## config.mk

```make
export PLATFORM = sky130hd
export DESIGN_NAME = cave_automaton_smoothing_step
export DESIGN_NICKNAME = d
export VERILOG_FILES = /design/src/hdl/cas_pkg.sv /design/src/hdl/cave_automaton_smoothing_step.sv
export VERILOG_INCLUDE_DIRS = /design/src /design/src/hdl
export SDC_FILE = /design/constraint.sdc
export NUM_CORES = 1
export LEC_CHECK = 0
export ABC_CLOCK_PERIOD_IN_PS = 6600
export BUFFER_PORTS_ARGS = -buffer_cell sky130_fd_sc_hd__buf_2
export CORE_MARGIN = 1
export CORE_UTILIZATION = 40
export DETAILED_ROUTE_END_ITERATION = 12
export PLACE_DENSITY_LB_ADDON = 0.05
export RECOVER_POWER = 100
export SYNTH_ARGS = -nofsm -noshare
export SYNTH_HDL_FRONTEND = slang
export SYNTH_SLANG_ARGS = --single-unit
```

## constraint.sdc

```tcl
create_clock -name i_clk -period 6.6 [get_ports i_clk]
set_input_delay 0.99 -clock i_clk [delete_from_list [all_inputs] [get_ports i_clk]]
set_output_delay 0.99 -clock i_clk [all_outputs]
set_load 0.01 [all_outputs]
```

## src/hdl/cave_automaton_smoothing_step_defines.svh

```systemverilog
// Assertion macros shared by the cave smoothing block.
// Both macros sample on the rising edge of i_clk and are off while reset is held.
`ifndef CAVE_AUTOMATON_SMOOTHING_STEP_DEFINES_SVH
`define CAVE_AUTOMATON_SMOOTHING_STEP_DEFINES_SVH

// The consequent must hold in the same cycle as the antecedent.
`define CAS_ASSERT_SAME(name, ante, cons, msg) \
    name: assert property (@(posedge i_clk) disable iff (!i_rst_n) (ante) |-> (cons)) \
        else $error(msg);

// The consequent must hold in the cycle after the antecedent.
`define CAS_ASSERT_NEXT(name, ante, cons, msg) \
    name: assert property (@(posedge i_clk) disable iff (!i_rst_n) (ante) |=> (cons)) \
        else $error(msg);

`endif

```

## src/hdl/cas_pkg.sv

```systemverilog
`default_nettype none

package cas_pkg;

    localparam int GRID_WIDTH_W  = 8;
    localparam int GRID_HEIGHT_W = 11;
    localparam int THRESH_W      = 4;
    localparam int COUNT_W       = 4;
    localparam int CFG_INDEX_W   = 3;
    localparam int CFG_DATA_W    = 11;
    localparam int WIN_W         = 9;
    localparam int WIN_CENTRE    = 4;

    typedef logic [CFG_INDEX_W-1:0] t_cfg_index;
    typedef logic [WIN_W-1:0]       t_window;
    typedef logic [COUNT_W-1:0]     t_count;

    localparam t_cfg_index CFG_GRID_WIDTH  = 3'd0;
    localparam t_cfg_index CFG_GRID_HEIGHT = 3'd1;
    localparam t_cfg_index CFG_SURVIVE_MIN = 3'd2;
    localparam t_cfg_index CFG_BIRTH_MIN   = 3'd3;
    localparam t_cfg_index CFG_EDGE_WALLS  = 3'd4;

    localparam logic MODE_CELL  = 1'b0;
    localparam logic MODE_FLUSH = 1'b1;

    localparam logic [GRID_WIDTH_W-1:0]  GRID_WIDTH_RST  = 8'd80;
    localparam logic [GRID_HEIGHT_W-1:0] GRID_HEIGHT_RST = 11'd80;
    localparam logic [THRESH_W-1:0]      SURVIVE_MIN_RST = 4'd4;
    localparam logic [THRESH_W-1:0]      BIRTH_MIN_RST   = 4'd5;
    localparam logic                     EDGE_WALLS_RST  = 1'b1;

    // Window bit (column * 3 + row), column 0 is the left one, row 0 the top one.
    localparam t_window MASK_LEFT   = 9'b000_000_111;
    localparam t_window MASK_RIGHT  = 9'b111_000_000;
    localparam t_window MASK_TOP    = 9'b001_001_001;
    localparam t_window MASK_BOTTOM = 9'b100_100_100;

    typedef struct packed {
        logic left;
        logic right;
        logic top;
        logic bottom;
    } t_edge_flags;

endpackage

`default_nettype wire

```

## src/hdl/cave_automaton_smoothing_step.sv

```systemverilog
// One smoothing generation of a cave map, streamed in raster order.
// Input channel (i_in_valid / o_in_stall): one cell per transaction. i_mode 0 carries
// a cell, i_mode 1 is a flush item; i_frame_start on a cell restarts the frame at (0,0).
// After the last cell of a frame send width + 1 flush items to drain the final row.
// Output channel (o_out_valid / i_out_stall): one transaction per judged cell, with its
// column, row and a frame_last flag on the frame's final cell.
// Configuration channel (i_cfg_valid / o_cfg_ready): always ready; write only while
// no transaction is in flight.
// Throughput: one item per cycle. An item is read from the line buffers on the edge
// that accepts it, and is judged, written back and any result registered as it
// leaves the judging stage. The result for a cell follows width + 1 items behind it.
// When the receiver stalls, the result register holds and one more item may enter the
// judging stage; the input stalls only when that stage holds a result it cannot pass on.
// Reset clears the frame state, the window and the registers to 80x80, 4/5, edge walls
// on; line buffer contents are not cleared and need not be.
`default_nettype none
`include "cave_automaton_smoothing_step_defines.svh"

module cave_automaton_smoothing_step #(
    parameter int MAX_WIDTH  = 128,
    parameter int MAX_HEIGHT = 1024
) (
    input  logic                               i_clk,
    input  logic                               i_rst_n,
    input  logic                               i_in_valid,
    output logic                               o_in_stall,
    input  logic                               i_mode,
    input  logic                               i_cell_wall,
    input  logic                               i_frame_start,
    output logic                               o_out_valid,
    input  logic                               i_out_stall,
    output logic                               o_new_wall,
    output logic [$clog2(MAX_WIDTH)-1:0]       o_out_col,
    output logic [$clog2(MAX_HEIGHT)-1:0]      o_out_row,
    output logic                               o_frame_last,
    input  logic                               i_cfg_valid,
    output logic                               o_cfg_ready,
    input  logic [cas_pkg::CFG_INDEX_W-1:0]    i_cfg_index,
    input  logic [cas_pkg::CFG_DATA_W-1:0]     i_cfg_data
);

    import cas_pkg::*;

    localparam int CW  = $clog2(MAX_WIDTH);
    localparam int WW  = $clog2(MAX_WIDTH + 1);
    localparam int WCW = (WW > GRID_WIDTH_W) ? WW : GRID_WIDTH_W;
    localparam int RW  = $clog2(MAX_HEIGHT + 2);
    localparam int HCW = (RW > GRID_HEIGHT_W) ? RW : GRID_HEIGHT_W;
    localparam int ORW = $clog2(MAX_HEIGHT);

    logic [GRID_WIDTH_W-1:0]  r_grid_width;
    logic [GRID_HEIGHT_W-1:0] r_grid_height;
    logic [THRESH_W-1:0]      r_survive_min;
    logic [THRESH_W-1:0]      r_birth_min;
    logic                     r_edge_walls;

    logic          r_lb_upper [MAX_WIDTH];
    logic          r_lb_middle [MAX_WIDTH];
    logic          r_up_bit;
    logic          r_mid_bit;

    logic [CW-1:0] r_col;
    logic [RW-1:0] r_row;
    logic          r_active;
    t_window       r_window;

    logic          r_s1_valid;
    logic          r_s1_emit;
    logic          r_s1_last;
    logic          r_s1_fs;
    logic          r_s1_v;
    logic [CW-1:0] r_s1_col;
    logic [CW-1:0] r_s1_ccol;
    logic [ORW-1:0] r_s1_crow;
    t_edge_flags   r_s1_edges;

    logic           r_out_valid;
    logic           r_new_wall;
    logic [CW-1:0]  r_out_col;
    logic [ORW-1:0] r_out_row;
    logic           r_frame_last;

    logic [WCW-1:0] gw_ext, w_ext, w_m1, c_ext, ccol_ext;
    logic [HCW-1:0] gh_ext, h_ext, h_m1, r_ext, crow_ext;
    logic           fs_eff, a_active, a_v, has, a_end, a_emit, a_last, row_end;
    logic [CW-1:0]  a_col, n_col;
    logic [RW-1:0]  a_row, n_row;
    logic           n_active;
    t_edge_flags    a_edges;
    logic           accept, load_s1, out_free, s1_move;

    t_window        win_base, win_next, mask, cell_bits;
    t_count         count;
    logic           judged;

    always_comb begin
        gw_ext = WCW'(r_grid_width);
        if (gw_ext < WCW'(3)) begin
            w_ext = WCW'(3);
        end else if (gw_ext > WCW'(MAX_WIDTH)) begin
            w_ext = WCW'(MAX_WIDTH);
        end else begin
            w_ext = gw_ext;
        end
        w_m1 = w_ext - WCW'(1);

        gh_ext = HCW'(r_grid_height);
        if (gh_ext < HCW'(3)) begin
            h_ext = HCW'(3);
        end else if (gh_ext > HCW'(MAX_HEIGHT)) begin
            h_ext = HCW'(MAX_HEIGHT);
        end else begin
            h_ext = gh_ext;
        end
        h_m1 = h_ext - HCW'(1);
    end

    always_comb begin
        fs_eff   = (i_mode == MODE_CELL) && i_frame_start;
        a_active = fs_eff || r_active;
        a_v      = (i_mode == MODE_CELL) && i_cell_wall;
        a_col    = fs_eff ? '0 : r_col;
        a_row    = fs_eff ? '0 : r_row;
        c_ext    = WCW'(a_col);
        r_ext    = HCW'(a_row);

        if (a_col != '0 && a_row != '0) begin
            has      = 1'b1;
            crow_ext = r_ext - HCW'(1);
            ccol_ext = c_ext - WCW'(1);
        end else if (a_col == '0 && r_ext >= HCW'(2)) begin
            has      = 1'b1;
            crow_ext = r_ext - HCW'(2);
            ccol_ext = w_m1;
        end else begin
            has      = 1'b0;
            crow_ext = '0;
            ccol_ext = '0;
        end

        row_end = (c_ext + WCW'(1)) >= w_ext;
        n_col   = row_end ? '0 : CW'(c_ext + WCW'(1));
        n_row   = row_end ? a_row + RW'(1) : a_row;

        a_end    = has && (crow_ext >= h_ext);
        a_emit   = has && !a_end && (ccol_ext < w_ext);
        a_last   = a_emit && (crow_ext == h_m1) && (ccol_ext == w_m1);
        n_active = a_active && !a_end && !a_last;

        a_edges.left   = (ccol_ext == '0);
        a_edges.right  = (ccol_ext == w_m1);
        a_edges.top    = (crow_ext == '0);
        a_edges.bottom = (crow_ext == h_m1);
    end

    assign out_free    = !r_out_valid || !i_out_stall;
    assign s1_move     = r_s1_valid && (!r_s1_emit || out_free);
    assign o_in_stall  = r_s1_valid && !s1_move;
    assign accept      = i_in_valid && !o_in_stall;
    assign load_s1     = accept && a_active;
    assign o_cfg_ready = 1'b1;

    always_comb begin
        win_base  = r_s1_fs ? '0 : r_window;
        win_next  = {r_s1_v, r_mid_bit, r_up_bit, win_base[WIN_W-1:3]};
        mask      = ({WIN_W{r_s1_edges.left}} & MASK_LEFT)
                  | ({WIN_W{r_s1_edges.right}} & MASK_RIGHT)
                  | ({WIN_W{r_s1_edges.top}} & MASK_TOP)
                  | ({WIN_W{r_s1_edges.bottom}} & MASK_BOTTOM);
        cell_bits = (win_next & ~mask) | (mask & {WIN_W{r_edge_walls}});
        count     = '0;
        for (int i = 0; i < WIN_W; i++) begin
            if (i != WIN_CENTRE) begin
                count = count + t_count'(cell_bits[i]);
            end
        end
        judged = win_next[WIN_CENTRE] ? (count >= r_survive_min) : (count >= r_birth_min);
    end

    always_ff @(posedge i_clk) begin
        if (!i_rst_n) begin
            r_grid_width  <= GRID_WIDTH_RST;
            r_grid_height <= GRID_HEIGHT_RST;
            r_survive_min <= SURVIVE_MIN_RST;
            r_birth_min   <= BIRTH_MIN_RST;
            r_edge_walls  <= EDGE_WALLS_RST;
        end else if (i_cfg_valid) begin
            unique case (i_cfg_index)
                CFG_GRID_WIDTH:  r_grid_width  <= i_cfg_data[GRID_WIDTH_W-1:0];
                CFG_GRID_HEIGHT: r_grid_height <= i_cfg_data[GRID_HEIGHT_W-1:0];
                CFG_SURVIVE_MIN: r_survive_min <= i_cfg_data[THRESH_W-1:0];
                CFG_BIRTH_MIN:   r_birth_min   <= i_cfg_data[THRESH_W-1:0];
                CFG_EDGE_WALLS:  r_edge_walls  <= i_cfg_data[0];
                default: begin
                end
            endcase
        end
    end

    always_ff @(posedge i_clk) begin
        if (s1_move) begin
            r_lb_upper[r_s1_col]  <= r_mid_bit;
            r_lb_middle[r_s1_col] <= r_s1_v;
        end
        if (load_s1) begin
            r_up_bit  <= r_lb_upper[a_col];
            r_mid_bit <= r_lb_middle[a_col];
        end
    end

    always_ff @(posedge i_clk) begin
        if (!i_rst_n) begin
            r_col      <= '0;
            r_row      <= '0;
            r_active   <= 1'b0;
            r_window   <= '0;
            r_s1_valid <= 1'b0;
        end else begin
            if (load_s1) begin
                r_col      <= n_col;
                r_row      <= n_row;
                r_active   <= n_active;
                r_s1_valid <= 1'b1;
            end else if (s1_move) begin
                r_s1_valid <= 1'b0;
            end
            if (s1_move) begin
                r_window <= win_next;
            end
        end
    end

    always_ff @(posedge i_clk) begin
        if (load_s1) begin
            r_s1_emit  <= a_emit;
            r_s1_last  <= a_last;
            r_s1_fs    <= fs_eff;
            r_s1_v     <= a_v;
            r_s1_col   <= a_col;
            r_s1_ccol  <= CW'(ccol_ext);
            r_s1_crow  <= ORW'(crow_ext);
            r_s1_edges <= a_edges;
        end
    end

    always_ff @(posedge i_clk) begin
        if (!i_rst_n) begin
            r_out_valid <= 1'b0;
        end else if (s1_move && r_s1_emit) begin
            r_out_valid <= 1'b1;
        end else if (!i_out_stall) begin
            r_out_valid <= 1'b0;
        end
    end

    always_ff @(posedge i_clk) begin
        if (s1_move && r_s1_emit) begin
            r_new_wall   <= judged;
            r_out_col    <= r_s1_ccol;
            r_out_row    <= r_s1_crow;
            r_frame_last <= r_s1_last;
        end
    end

    assign o_out_valid  = r_out_valid;
    assign o_new_wall   = r_new_wall;
    assign o_out_col    = r_out_col;
    assign o_out_row    = r_out_row;
    assign o_frame_last = r_frame_last;

    `CAS_ASSERT_SAME(a_stall_when_blocked,
                     r_s1_valid && r_s1_emit && r_out_valid && i_out_stall, o_in_stall,
                     "judging stage overrun while the result register is blocked")
    `CAS_ASSERT_SAME(a_last_ends_frame, r_s1_valid && r_s1_last, !r_active,
                     "frame still active behind its last cell")
    `CAS_ASSERT_NEXT(a_result_registered, s1_move && r_s1_emit, r_out_valid,
                     "judged cell did not reach the result register")
    `CAS_ASSERT_SAME(a_result_in_grid, r_out_valid,
                     (WCW'(r_out_col) < w_ext) && (HCW'(r_out_row) < h_ext),
                     "result position outside the grid")

endmodule

`default_nettype wire

```

**Yosys cells after proc, flatten, opt, wreduce, memory -nomap -nowiden**

Memory sizes are Yosys's and may differ from the RTL's. A register that Yosys moved wholly into a read port is not among the register bits.
Index checks and enable logic that the tools add are counted.

- Register bits after elaboration: 109
- Memories: 2
- Output and inout bits: 22
- Memory bits (writable): 256
- Input port bits: 22
- Logic and storage cells: 127

- Reductions and logical operators: 38
- Bitwise operators: 8
- Magnitude comparators: 10
- Equal/unequal tests: 7
- $add $sub $neg: 14
- Muxes and demuxes: 22

Memories:

| memory | words | width | read ports | clocked after Yosys merged registers in | wr ports | RTL line | text |
|---|---|---|---|---|---|---|---|
| r_lb_middle | 128 | 1 | 1 | 1 | 1 | cave_automaton_smoothing_step.sv:58 | `logic r_lb_middle [MAX_WIDTH];` |
| r_lb_upper | 128 | 1 | 1 | 1 | 1 | cave_automaton_smoothing_step.sv:57 | `logic r_lb_upper [MAX_WIDTH];` |

Operator list:

| operator | number |
|---|---|
| 2-to-1 mux 11 bit | 6 |
| 2-to-1 mux 8 bit | 4 |
| subtractor 11 x 1 -> 11 bit (second input constant) | 2 |
| bitwise AND 9 bit | 2 |
| bitwise OR 9 bit | 2 |
| adder 4 x 1 -> 4 bit | 4 |
| logical AND 1 bit | 16 |
| 2-to-1 mux 7 bit | 2 |
| adder 11 x 1 -> 11 bit (second input constant) | 1 |
| == test 11 bit | 1 |
| >= comparator 11 bit | 1 |
| >= comparator 11 x 2 -> 1 bit (second input constant) | 1 |
| greater-than comparator 11 bit (second input constant) | 1 |
| zero test 11 bit | 1 |
| < comparator 11 x 2 -> 1 bit (second input constant) | 1 |
| nonzero test 11 bit | 1 |
| subtractor 11 x 2 -> 11 bit (second input constant) | 1 |
| AND reduction 2 bit | 5 |
| 2-to-1 mux 1 bit | 9 |
| 2-to-1 mux 9 bit | 1 |
| NOT 9 bit | 1 |
| bitwise OR 3 x 9 -> 9 bit | 1 |
| bitwise OR 9 x 7 -> 9 bit | 1 |
| adder 7 x 1 -> 8 bit (second input constant) | 1 |
| 23 further kinds | 33 |

**Logic depth before layout (Yosys ltp)**

Gate-level depths: netlist of run 1.

- Depth after elaboration: 16
- Depth in mapped cells: 25
- Depth with buffers taken out: 20

**Least setup slack after synthesis of run 1**

No wires, ideal clock.

- Path kind: in2reg
- Start: input port i_mode
- End: register r_active
- Setup time: 0.119 ns
- Path slack: 0.980 ns
- Path buffers: 5
- Arrival: 5.501 ns
- Stages on the path: 24
- Required time: 6.481 ns
- Cells stage by stage: nand2b_1 -> buf_6 -> and2_1 -> clkbuf_1 -> inv_1 -> buf_2 -> buf_1 -> ha_1 -> nor4b_4 -> o22ai_4 -> a31o_4 -> buf_4 -> o21ai_0 -> inv_1 -> ha_1 -> nand2b_1 -> a21o_1 -> a21oi_1 -> nor2b_1 -> a2111oi_2 -> o41ai_2 -> a2111oi_4 -> a41oi_1 -> o221a_1

- Word-level cells in the longest chain between the ends: 16
- Elaborated cells between the ends (all ways): 34
- Those cells by class: add/sub: 3; order compare: 3; eq/ne: 2; mux: 8; bitwise: 1; reduce/logical: 17

Ends and longest elaborated chain:

| what | RTL line | text |
|---|---|---|
| from (decl) | cave_automaton_smoothing_step.sv:27 | `input logic i_mode,` |
| NOT 1 bit * | cave_automaton_smoothing_step.sv:119 | `fs_eff = (i_mode == MODE_CELL) && i_frame_start;` |
| logical AND 1 bit * | cave_automaton_smoothing_step.sv:119 |  |
| 2-to-1 mux 11 bit / 2-to-1 mux 7 bit (equally long branches) | cave_automaton_smoothing_step.sv:123, cave_automaton_smoothing_step.sv:122 |  |
| >= comparator 11 x 2 -> 1 bit / zero test 7 bit (equally long branches) | cave_automaton_smoothing_step.sv:131 | `end else if (a_col == '0 && r_ext >= HCW'(2)) begin` |
| logical AND 1 bit | cave_automaton_smoothing_step.sv:131 |  |
| 2-to-1 mux 11 bit | cave_automaton_smoothing_step.sv:131 |  |
| 2-to-1 mux 11 bit * | cave_automaton_smoothing_step.sv:127 | `if (a_col != '0 && a_row != '0) begin` |
| named net crow_ext[0] | cave_automaton_smoothing_step.sv:84 | `logic [HCW-1:0] gh_ext, h_ext, h_m1, r_ext, crow_ext;` |
| >= comparator 11 bit * | cave_automaton_smoothing_step.sv:145 | `a_end = has && (crow_ext >= h_ext);` |
| logical AND 1 bit * | cave_automaton_smoothing_step.sv:145 |  |
| zero test 1 bit * | cave_automaton_smoothing_step.sv:146 | `a_emit = has && !a_end && (ccol_ext < w_ext);` |
| logical AND 1 bit * (2 in series) | cave_automaton_smoothing_step.sv:146 |  |
| named net a_emit | cave_automaton_smoothing_step.sv:85 | `logic fs_eff, a_active, a_v, has, a_end, a_emit, a_last, row_end;` |
| logical AND 1 bit * (2 in series) | cave_automaton_smoothing_step.sv:147 | `a_last = a_emit && (crow_ext == h_m1) && (ccol_ext == w_m1);` |
| zero test 1 bit * | cave_automaton_smoothing_step.sv:148 | `n_active = a_active && !a_end && !a_last;` |
| logical AND 1 bit * | cave_automaton_smoothing_step.sv:148 |  |
| to (signal assigned) | cave_automaton_smoothing_step.sv:222 | `r_active <= n_active;` |
| to (decl) | cave_automaton_smoothing_step.sv:64 | `logic r_active;` |

Mark *: on every way through the listed nets, which the timed path passes. The rest lies on a longest branch.
A chain may end at the register's enable or synchronous reset.

**Final worst setup path of run 1**

- Start: input port i_mode
- End: register r_row[4]

- Word-level cells in the longest chain between the ends: 6
- Elaborated cells between the ends (all ways): 10
- Those cells by class: add/sub: 2; order compare: 1; mux: 3; bitwise: 1; reduce/logical: 3

Ends and longest elaborated chain:

| what | RTL line | text |
|---|---|---|
| NOT 1 bit * | cave_automaton_smoothing_step.sv:119 |  |
| logical AND 1 bit * | cave_automaton_smoothing_step.sv:119 |  |
| 2-to-1 mux 7 bit | cave_automaton_smoothing_step.sv:122 | `a_col = fs_eff ? '0 : r_col;` |
| adder 7 x 1 -> 8 bit | -- |  |
| >= comparator 8 bit | cave_automaton_smoothing_step.sv:141 | `row_end = (c_ext + WCW'(1)) >= w_ext;` |
| 2-to-1 mux 11 bit | cave_automaton_smoothing_step.sv:143 | `n_row = row_end ? a_row + RW'(1) : a_row;` |
| to (signal assigned) | cave_automaton_smoothing_step.sv:221 | `r_row <= n_row;` |
| to (decl) | cave_automaton_smoothing_step.sv:63 | `logic [RW-1:0] r_row;` |

Every way passes the cells marked *; elsewhere a longest branch is shown, timed or not.

==> qor.csv, run 1 <==
stage;metric;value;unit
worst_hold_path;Tightest Hold Check Type;reg2reg;
logic_synthesis;Post-Syn Nets;1654;
setup_path;crit path kind;in2reg;
floorplan;CORE AREA;43400;µm²
logic_synthesis;Yosys cell types;89;
logic_synthesis;synth cell count leaders;edfxtp_1 (309), nand2_1 (247), nor2_1 (178);
global_route;all-layer global routing usage;21.0;%
clocking;Clock Latency Late Sink;0.57;ns
logic_synthesis;Adder-Cell Fraction of Synth Area;3.77;%
setup_path;critical path cell sequence;clkbuf_1 > nand2b_1 > clkbuf_1 > nand2_1 > clkbuf_1 > inv_1 > clkbuf_1 > nand3_1 > xnor2_1 > nor2_1 > ha_1 > a2111oi_4 > nor4_1 > nand3_1 > mux2i_1;
timing;Hold Fails Final Rpt;0;
floorplan;# rows;76;
placed_design;Final HPWL DP;29.3;mm
logic_synthesis;Post-Synth Simple-Gate Area;17.3;%
final_layout;fin area;19600;µm²
global_route;Overflow after GRT;0;
timing;Final setup viols;0;
placed_design;# port buffers;42;
power_and_ir_drop;Tot Pwr;5.10;mW
clocking;CTS resizes;0;
timing;Least-Margin Pin Slew;4.65;ns
timing;clock skew;0.0162;ns
global_route;first-pass GRT wire length;71.7;mm
setup_path;Crit-path slowest cell;clkbuf_1;
placed_design;Inst Count DP;2139;
timing;Tcrit/Tclk final;84.4;%
floorplan;die area;45200;µm²
placed_design;RePlAce Congestion;0.880;
route;final antenna-violating net count;0;
power_and_ir_drop;PwrDens;259;nW/µm²
setup_path;Critical Path AT;6.02;ns
route;vias per cell;5.61;
floorplan;Die H;213;µm
timing;Max Slew Vio Count;212;
setup_path;CP top delay family;buffers and inverters;
setup_path;most frequent CP cell;clkbuf_1;
global_route;grt peak-use layer;met2;
clocking;cts-stage hold buffer count;0;
final_layout;Final Non-Filler Cells;2215;
logic_synthesis;area share of the largest cell type after synthesis;52.3;%
setup_path;Worst path max stage delay;1.01;ns
floorplan;Die W;213;µm
global_route;initial antenna violation count;0;
clocking;CTS tree;yes;
logic_synthesis;Async S/R FF share, synth;0;%
logic_synthesis;top cells by area, synth;edfxtp_1 (52%), dfxtp_1 (6.2%), nand2_1 (5.2%);
clocking;clock root buffer master;clkbuf_16;
floorplan;Starting Density;40.9;%
global_route;met2 GRT Util;36.4;%
logic_synthesis;largest family of logic cells by synthesized area;simple AND/OR/NAND/NOR gates;
timing;Setup WS post-layout;1.03;ns
timing;setup TNS;0;ns
logic_synthesis;cells after synthesis;1581;
run_status;status;finished, violations left;
logic_synthesis;Post-Synth XOR/XNOR Area;1.28;%
final_layout;Post-Route Utilization;45.3;%
final_layout;Area Overhead vs Synth;10.8;%
clocking;Bufs on Longest Clock Path;3;
timing;RSZ-0062 raised after global routing;false;
setup_path;Req. time, crit path;7.05;ns
logic_synthesis;sequential area share after synthesis;58.5;%
global_route;GR met3 Demand/Resource;3.46;%
clocking;H-tree levels;2;
clocking;CTS Buf Count;42;
global_route;number of global-route vias before repair;12200;
run;max-cap violations;3;
clocking;clock slew at reported path FFs;0.06;ns
route;via count;12400;
global_route;largest net degree at the start of global routing;131;
timing;Hold WS;0.414;ns
logic_synthesis;area leader, netlist;edfxtp_1;
route;first drt pass iteration count;6;
setup_path;Worst setup EP type;flip-flop;
route;DRC viols;0;
setup_path;critical path launch point type;input pin;
global_route;GRT met1 Usage;26.9;%
logic_synthesis;multiplexer share of the synthesized area;2.91;%
setup_path;Worst Path Buf+Inv;5;
setup_path;maximum fanout along the worst path;20;
logic_synthesis;synthesized area;17700;µm²
logic_synthesis;syn_area_per_cell;11.2;µm²
power_and_ir_drop;Max VDD drop;0.228;mV
route;drt wl/cell;20.9;µm
final_layout;Ant. Diodes;0;
placed_design;Setup WS pre-CTS;0.903;ns
final_layout;# fillers;4203;
floorplan;# IOs;44;
power_and_ir_drop;Pleak;6.56;nW
timing;Final min period;5.57;ns
timing;fmax;0.180;GHz
timing;Max-slew headroom;-210;%
logic_synthesis;count leader, synth;edfxtp_1;
logic_synthesis;Synth Warn #;0;
placed_design;Placed Area;18500;µm²
clocking;clk sinks;364;
logic_synthesis;Compound-Gate Fraction of Synth Area;12.9;%
route;final wirelength;46.3;mm
final_layout;Nets;1671;
clocking;Setup Fix Bufs, Post-CTS;0;
logic_synthesis;ys flop type;edfxtp_1;
final_layout;ratio of cells with drive above 1 in the final layout;7.98;%
run_status;violated checks;max-capacitance violations, max-slew violations;
logic_synthesis;Yosys reg bits;364;
route;Initial DRC Count;810;
logic_synthesis;number of synthesized flops with an enable pin;309;
## path summary, 6_finish.rpt
kind / startpoint / to / slack (ns) / cells past startpoint
setup / recovery: i_mode / r_row[4] / 1.03 / 15
hold / removal: r_s1_ccol[0] / o_out_col[0] / 0.41 / 0
setup reg to reg: r_mid_bit / r_lb_upper[59] / 1.36 / 1
hold reg to reg: r_s1_ccol[0] / o_out_col[0] / 0.41 / 0
## final cells by class
cell class	count	area [µm²]	share of cell area, %
flip-flops and latches	364	10400	52.8
clock buffers	51	1150	5.84
repair buffers	70	347	1.76
clock inverters	25	174	0.885
inverters	41	156	0.796
multi-input cells	1079	6710	34.2
well taps	585	732	3.73
## where the power goes
group          internal [mW]  switching (mW)  total, mW  leakage, nW
logic                  0.126           0.209      0.335         2.66
clock network           1.28           0.954       2.24        0.656
registers               2.51          0.0158       2.52         3.24
## sequential cells by signal, summed over array words and instances (netlist names), 4 cells and up
name / flops
o_out_row: 10
r_lb_middle: 128
r_survive_min: 4
gw_ext: 8
r_s1_col: 7
r_s1_crow: 10
o_out_col: 7
r_window: 6
r_birth_min: 4
gh_ext: 11
r_row: 11
r_lb_upper: 128
r_col: 7
r_s1_ccol: 7
r_s1_edges: 4
## metal layers
layer / up-vias / wire length (µm)
li1: 5914 / -
met1: 6178 / 20200
met2: 262 / 23100
met3: 70 / 1920
met4: 0 / 1040
met5: - / 0
## placed cells by master (no fill, tap or decap), types with 7 or more instances in the layout
cell type | synthesis | routed
edfxtp_1 | 309 | 309
nand2_1 | 247 | 247
nor2_1 | 178 | 177
nand3_1 | 68 | 68
dfxtp_1 | 55 | 54
nor3_1 | 47 | 47
ha_1 | 47 | 47
mux2i_1 | 44 | 44
clkbuf_16 | 0 | 44
clkbuf_1 | 67 | 44
inv_1 | 39 | 38
a211oi_1 | 38 | 38
a311oi_1 | 33 | 33
o32ai_1 | 32 | 32
a21oi_1 | 30 | 30
a21boi_0 | 30 | 30
and3_1 | 29 | 29
o21ai_0 | 25 | 26
nor2b_1 | 20 | 20
xnor2_1 | 19 | 19
buf_2 | 15 | 18
clkinv_2 | 0 | 12
buf_4 | 4 | 12
nand4_1 | 11 | 11
nor4_1 | 10 | 11
a21o_1 | 11 | 11
nand2b_1 | 9 | 9
o22ai_1 | 6 | 9
o21a_1 | 8 | 8
and2_1 | 13 | 7
clkinv_1 | 0 | 7
nor3b_1 | 7 | 7
a31oi_1 | 7 | 7
xor2_1 | 7 | 7
o211ai_1 | 7 | 7
## cell families after synthesis
kind of cell,Yosys count
flops,364
simple gates,666
mux,50
fa+ha+maj,51
other cells,1
buf+inv,138
xor+xnor,26
compound gates,285
(Power assumes the default switching activity.)
==> run 2: changes to the inputs <==
Settings changed: ABC_AREA set to 1, ABC_CLOCK_PERIOD_IN_PS 6600 to 4700.
Clock period 6.6 ns to 4.7 ns, I/O delays scaled along.
==> run 2 against run 1 <==
Against the previous run:
- the run still ends with max-capacitance violations, max-slew violations left
- largest cell class unchanged
- highest routed layer unchanged
- combinational power rose by 29%
- die area fell by 1.1%
- register-to-register slack got worse by 0.80 ns
- critical path type is now reg2reg
- final area fell by 0.47%
- non-clock buffer count rose by 1
- critical path depth fell by 1
- core utilization barely moved
==> qor.csv, run 2 <==
stage;metric;value;unit
global_route;initial antenna violation count;0;
timing;fmax;0.241;GHz
global_route;largest net degree at the start of global routing;75;
worst_hold_path;Hold Path End;gw_ext[4];
worst_hold_path;Tightest Hold Check Type;in2reg;
power_and_ir_drop;Pleak;7.29;nW
clocking;clock slew at reported path FFs;0.06;ns
route;drt wl/cell;18.8;µm
global_route;number of global-route vias before repair;12700;
route;via count;13000;
setup_path;CP top delay family;adder cells;
logic_synthesis;Async S/R FF share, synth;0;%
floorplan;# rows;76;
clocking;H-tree levels;2;
timing;setup TNS;0;ns
timing;Max Slew Vio Count;262;
final_layout;commonest non-fill, non-tap cell in the layout;nor2_1;
route;final antenna-violating net count;0;
floorplan;Die H;211;µm
run_status;status;finished, violations left;
route;first drt pass iteration count;5;
timing;clock skew;0.0192;ns
clocking;clock root buffer master;clkbuf_16;
logic_synthesis;area leader, netlist;edfxtp_1;
setup_path;Critical Path AT;4.45;ns
logic_synthesis;Synth Warn #;0;
global_route;Overflow after GRT;0;
final_layout;ratio of cells with drive above 1 in the final layout;6.87;%
power_and_ir_drop;Pint;5.54;mW
final_layout;Post-Route Utilization;45.3;%
timing;Least-Margin Pin Slew;3.15;ns
final_layout;Nets;1934;
clocking;Setup Fix Bufs, Post-CTS;0;
logic_synthesis;synthesized area;17500;µm²
logic_synthesis;sequential area share after synthesis;59.2;%
power_and_ir_drop;switching power total;1.61;mW
power_and_ir_drop;combinational fraction of design power;6.0;%
final_layout;Final Non-Filler Cells;2477;
placed_design;# port buffers;42;
timing;Hold Fails Final Rpt;0;
global_route;all-layer global routing usage;21.4;%
setup_path;R2R depth;14;
timing;RSZ-0062 raised after global routing;false;
power_and_ir_drop;sequential share of power;49.4;%
final_layout;Ant. Diodes;0;
floorplan;# IOs;44;
clocking;clk sinks;364;
run_status;violated checks;max-capacitance violations, max-slew violations;
setup_path;crit path kind;reg2reg;
run;max-cap violations;7;
floorplan;CORE AREA;43200;µm²
setup_path;Crit-path slowest cell;fa_1;
logic_synthesis;ys flop type;edfxtp_1;
clocking;CTS tree;yes;
floorplan;Starting Density;40.6;%
logic_synthesis;Yosys cell types;50;
logic_synthesis;area share of the largest cell type after synthesis;52.9;%
clocking;cts-stage hold buffer count;0;
route;Initial DRC Count;854;
timing;Tcrit/Tclk final;88.1;%
setup_path;Worst path max stage delay;0.55;ns
worst_hold_path;hold_sp;i_cfg_data[4];
setup_path;Worst Path Buf+Inv;1;
setup_path;maximum fanout along the worst path;4;
placed_design;RePlAce Congestion;0.877;
placed_design;Final HPWL DP;29.7;mm
worst_hold_path;hold depth;3;
power_and_ir_drop;Max VDD drop;0.266;mV
clocking;CTS resizes;0;
power_and_ir_drop;Clock power frac;44.6;%
placed_design;Inst Count DP;2401;
power_and_ir_drop;PwrDens;366;nW/µm²
final_layout;commonest cells after routing, fill and taps aside;nor2_1 (390), edfxtp_1 (309), nand2_1 (256);
route;vias per cell;5.24;
clocking;Clock Latency Late Sink;0.57;ns
placed_design;Setup WS pre-CTS;0.581;ns
logic_synthesis;syn_area_per_cell;9.62;µm²
setup_path;Req. time, crit path;5.01;ns
logic_synthesis;cells after synthesis;1823;
floorplan;die area;44700;µm²
setup_path;R2R Setup Slk;0.56;ns
logic_synthesis;synth cell count leaders;nor2_1 (388), edfxtp_1 (309), nand2_1 (248);
timing;Final setup viols;0;
timing;Final min period;4.14;ns
timing;Max-slew headroom;-110;%
final_layout;largest registers;r_lb_middle: 128 flops, r_lb_upper: 128 flops;
clocking;Bufs on Longest Clock Path;3;
clocking;CTS Buf Count;43;
setup_path;critical path cell sequence;nor2_1 > a31oi_1 > fa_1 > inv_1 > fa_1 > fa_1 > ha_1 > fa_1 > ha_1 > a21boi_0 > o21a_1 > o21a_1 > o21ai_1 > o21ai_1;
global_route;first-pass GRT wire length;72.6;mm
setup_path;most frequent CP cell;fa_1;
route;final wirelength;46.6;mm
setup_path;Worst setup EP type;flip-flop;
final_layout;multi-input logic area;6240;µm²
logic_synthesis;top cells by area, synth;edfxtp_1 (53%), nor2_1 (8.3%), dfxtp_1 (6.3%);
power_and_ir_drop;Sw Share;22.5;%
floorplan;Die W;211;µm
logic_synthesis;Post-Syn Nets;1896;
logic_synthesis;count leader, synth;nor2_1;
timing;Setup WS post-layout;0.559;ns
setup_path;reg2reg start;r_s1_edges[3];
timing;Hold WS;0.373;ns
setup_path;RR Endpoint;o_new_wall;
final_layout;# fillers;4230;
route;DRC viols;0;
setup_path;critical path launch point type;flip-flop;
logic_synthesis;Yosys reg bits;364;
final_layout;Area Overhead vs Synth;11.5;%
final_layout;area taken by flip-flops and latches;10400;µm²
logic_synthesis;number of synthesized flops with an enable pin;309;
run 2: layout make-up:
| cell class | count | area share (%) |
|---|---|---|
| Clock buffer | 60 | 6.15 |
| Sequential cell | 364 | 53.1 |
| Multi-Input combinational cell | 1240 | 31.9 |
| Timing Repair Buffer | 71 | 1.73 |
| Tap cell | 585 | 3.74 |
| Inverter | 141 | 2.73 |
| Clock inverter | 16 | 0.685 |
run 2: per-stage QoR:
| stage | power [mW] | cell area [µm²] |
|---|---|---|
| after floorplan | 3.91 | 17500 |
| after global placement | 4.04 | 18400 |
| after detailed placement | 4.05 | 18400 |
| after CTS | 7.26 | 19700 |
| after global routing | 7.43 | 19600 |
| final | 7.16 | 19600 |
run 2: power by group through the flow:
| stage | sequential [mW] | combinational, mW | clock (mW) |
|---|---|---|---|
| 4_1_cts | 3.53 | 0.446 | 3.28 |
| 5_1_grt | 3.54 | 0.497 | 3.39 |
| 3_3_place_gp | 3.60 | 0.440 | 0 |
| 2_1_floorplan | 3.61 | 0.303 | 0 |
| 6_report | 3.54 | 0.431 | 3.19 |
| 3_5_place_dp | 3.60 | 0.444 | 0 |
run 2: logic make-up (layout without fill, tap and decap cells):
group	after synthesis	count (layout)	share of synthesized area, %
buffers and inverters	219	288	5.09
and+or+nand+nor	787	787	18.9
xor gates and xnor gates	19	19	0.949
DFF	364	364	59.2
other	1	1	0.0214
AOI/OAI and AO/OA	382	382	12.1
adders and majority gates	51	51	3.81
run 2: per-layer routing:
| layer | wire length, µm | vias to the layer above | global-route usage [%] | part of all wire, % |
|---|---|---|---|---|
| met5 | 0 | - | 0 | 0 |
| met4 | 1060 | 0 | 7.10 | 2.3 |
| met3 | 1790 | 61 | 2.61 | 3.8 |
| met2 | 22800 | 286 | 37.3 | 49 |
| met1 | 21000 | 6225 | 27.4 | 45 |
| li1 | - | 6402 | - | - |
run 2: worst max-delay path by stage:
stage                              from         end  slack (ns)  cells after the start
after floorplan               r_mid_bit  o_new_wall       -0.06                     12
after global placement    r_s1_edges[3]  o_new_wall        0.65                     14
final                     r_s1_edges[3]  o_new_wall        0.56                     14
after CTS                 r_s1_edges[3]  o_new_wall        0.57                     14
after detailed placement         i_mode    r_row[9]        0.58                     20
after global routing             i_mode    r_row[9]        0.21                     22
run 2: worst register-to-register path, stage by stage, from the launching register on:
cell	delay, ns
edfxtp_1	0.42
nor2_1	0.16
a31oi_1	0.13
fa_1	0.55
inv_1	0.05
fa_1	0.51
fa_1	0.41
ha_1	0.24
fa_1	0.49
ha_1	0.28
a21boi_0	0.12
o21a_1	0.17
o21a_1	0.16
o21ai_1	0.10
o21ai_1	0.07
==> run 3: changes to the inputs <==
Settings changed: REMOVE_ABC_BUFFERS set to 1.
==> run 3 against run 2 <==
Against the previous run:
- the flow still finishes with violations (max-capacitance violations, max-slew violations)
- maximum frequency shrank 2.7%
- final area down 0.33%
- via count up 1.1%
- sequential share of layout area rose by 0.17 points
- sequential cell count unchanged
- worst hold slack better by 0.0066 ns
- total power decreased by 1.5%
- sequential power is essentially flat
- clock power shrank 4%
- cell count unchanged
- clock skew increased by 0.00064 ns
- critical endpoint unchanged
- global-route usage up 0.38 points
==> qor.csv, run 3 (same netlist as run 2, synthesis figures left out) <==
stage;metric;value;unit
timing;clock skew;0.0198;ns
route;vias per cell;5.30;
setup_path;maximum fanout along the worst path;4;
power_and_ir_drop;PwrDens;362;nW/µm²
clocking;clock root buffer master;clkbuf_16;
run;max-cap violations;7;
setup_path;Critical Path AT;4.55;ns
final_layout;ratio of cells with drive above 1 in the final layout;6.50;%
power_and_ir_drop;Max VDD drop;0.255;mV
floorplan;Starting Density;40.6;%
global_route;Overflow after GRT;0;
setup_path;critical path launch point type;flip-flop;
global_route;largest net degree at the start of global routing;89;
clocking;Setup Fix Bufs, Post-CTS;0;
final_layout;commonest cells after routing, fill and taps aside;nor2_1 (391), edfxtp_1 (309), nand2_1 (256);
route;Initial DRC Count;1063;
final_layout;Area Overhead vs Synth;11.1;%
floorplan;# rows;76;
route;drt wl/cell;19.2;µm
floorplan;CORE AREA;43200;µm²
worst_hold_path;Hold Path End;gh_ext[8];
floorplan;Die H;211;µm
final_layout;commonest non-fill, non-tap cell in the layout;nor2_1;
clocking;clk sinks;364;
clocking;H-tree levels;2;
clocking;CTS resizes;0;
clocking;cts-stage hold buffer count;0;
route;final antenna-violating net count;0;
setup_path;reg2reg start;r_s1_edges[3];
global_route;initial antenna violation count;1;
timing;Max Slew Vio Count;222;
global_route;all-layer global routing usage;21.7;%
timing;Hold Fails Final Rpt;0;
placed_design;Setup WS pre-CTS;0.443;ns
setup_path;Worst setup EP type;flip-flop;
worst_hold_path;Tightest Hold Check Type;in2reg;
timing;Hold WS;0.379;ns
global_route;first-pass GRT wire length;74.0;mm
timing;Max-slew headroom;-112;%
clocking;Bufs on Longest Clock Path;3;
timing;Least-Margin Pin Slew;3.18;ns
route;DRC viols;0;
worst_hold_path;hold_sp;i_cfg_data[8];
route;via count;13100;
route;final wirelength;47.6;mm
final_layout;Nets;1933;
setup_path;R2R depth;14;
route;first drt pass iteration count;5;
setup_path;crit path kind;reg2reg;
power_and_ir_drop;Pleak;7.26;nW
setup_path;R2R Setup Slk;0.44;ns
placed_design;# port buffers;42;
final_layout;Ant. Diodes;0;
clocking;clock slew at reported path FFs;0.06;ns
timing;Setup WS post-layout;0.443;ns
worst_hold_path;hold depth;3;
floorplan;die area;44700;µm²
floorplan;# IOs;44;
timing;RSZ-0062 raised after global routing;false;
run_status;violated checks;max-capacitance violations, max-slew violations;
final_layout;largest registers;r_lb_middle: 128 flops, r_lb_upper: 128 flops;
final_layout;# fillers;4298;
clocking;CTS tree;yes;
run_status;status;finished, violations left;
timing;Final min period;4.26;ns
placed_design;Final HPWL DP;30.1;mm
clocking;Clock Latency Late Sink;0.56;ns
timing;fmax;0.235;GHz
setup_path;Req. time, crit path;4.99;ns
clocking;CTS Buf Count;41;
floorplan;Die W;211;µm
global_route;number of global-route vias before repair;12900;
placed_design;RePlAce Congestion;0.842;
timing;Final setup viols;0;
timing;Tcrit/Tclk final;90.6;%
setup_path;RR Endpoint;o_new_wall;
-- run 3: cell count changes in the layout (fill, tap and decap cells not counted), moves of 3 or more --
cell,previous run,this run
clkinv_1,12,17
inv_2,11,7
clkbuf_16,45,42
inv_1,125,128
-- run 3: layout make-up --
| class | instances | area [µm²] | area share (%) |
|---|---|---|---|
| Sequential cell | 364 | 10400 | 53.3 |
| Multi-Input combinational cell | 1240 | 6240 | 32.0 |
| Clock buffer | 54 | 1110 | 5.67 |
| Tap cell | 585 | 732 | 3.76 |
| Inverter | 141 | 533 | 2.73 |
| Timing Repair Buffer | 72 | 344 | 1.77 |
| Clock inverter | 21 | 158 | 0.809 |
-- run 3: worst max-delay path, stage by stage, from the launching register on --
cell and delay (ns):
edfxtp_1 0.43, nor2_1 0.17, a31oi_1 0.13, fa_1 0.56
inv_1 0.06, fa_1 0.50, fa_1 0.48, ha_1 0.23
fa_1 0.49, ha_1 0.29, a21boi_0 0.12, o21a_1 0.17
o21a_1 0.15, o21ai_0 0.13, o21ai_0 0.09
-- run 3: report_power, final --
part	total [mW]	leakage [nW]	switching, mW	internal [mW]
Sequential	3.54	3.24	0.0189	3.52
Clock	3.07	0.613	1.31	1.77
Combinational	0.438	3.41	0.298	0.140
Total	7.05	7.26	1.63	5.42
-- run 3: per-stage QoR --
stage	utilization, %	cells	cell area [µm²]	power (mW)	TNS, ns
after floorplan	-	1745	17200	3.89	-2.26
after global placement	42.5	2402	18400	4.04	0
after detailed placement	42.5	2402	18400	4.05	0
after CTS	45.4	2477	19600	7.13	0
after global routing	45.2	2477	19500	7.30	0
final	45.2	2477	19500	7.05	0
-- run 3: metal layers --
| metal | vias up | routed length, µm | part of all wire [%] | track usage [%] |
|---|---|---|---|---|
| met4 | 0 | 787 | 1.7 | 5.82 |
| li1 | 6411 | - | - | - |
| met1 | 6390 | 23600 | 50 | 31.8 |
| met5 | - | 0 | 0 | 0 |
| met3 | 59 | 1990 | 4.2 | 2.88 |
| met2 | 260 | 21300 | 45 | 33.8 |
-- run 3: worst max-delay path by stage --
| stage | to | cells past startpoint | from |
|---|---|---|---|
| 6_report | o_new_wall | 14 | r_s1_edges[3] |
| 5_1_grt | r_active | 29 | i_mode |
| 4_1_cts | o_new_wall | 14 | r_s1_edges[3] |
| 3_5_place_dp | o_new_wall | 14 | r_s1_edges[3] |
| 3_3_place_gp | o_new_wall | 14 | r_s1_edges[3] |
| 2_1_floorplan | r_row[9] | 21 | i_mode |
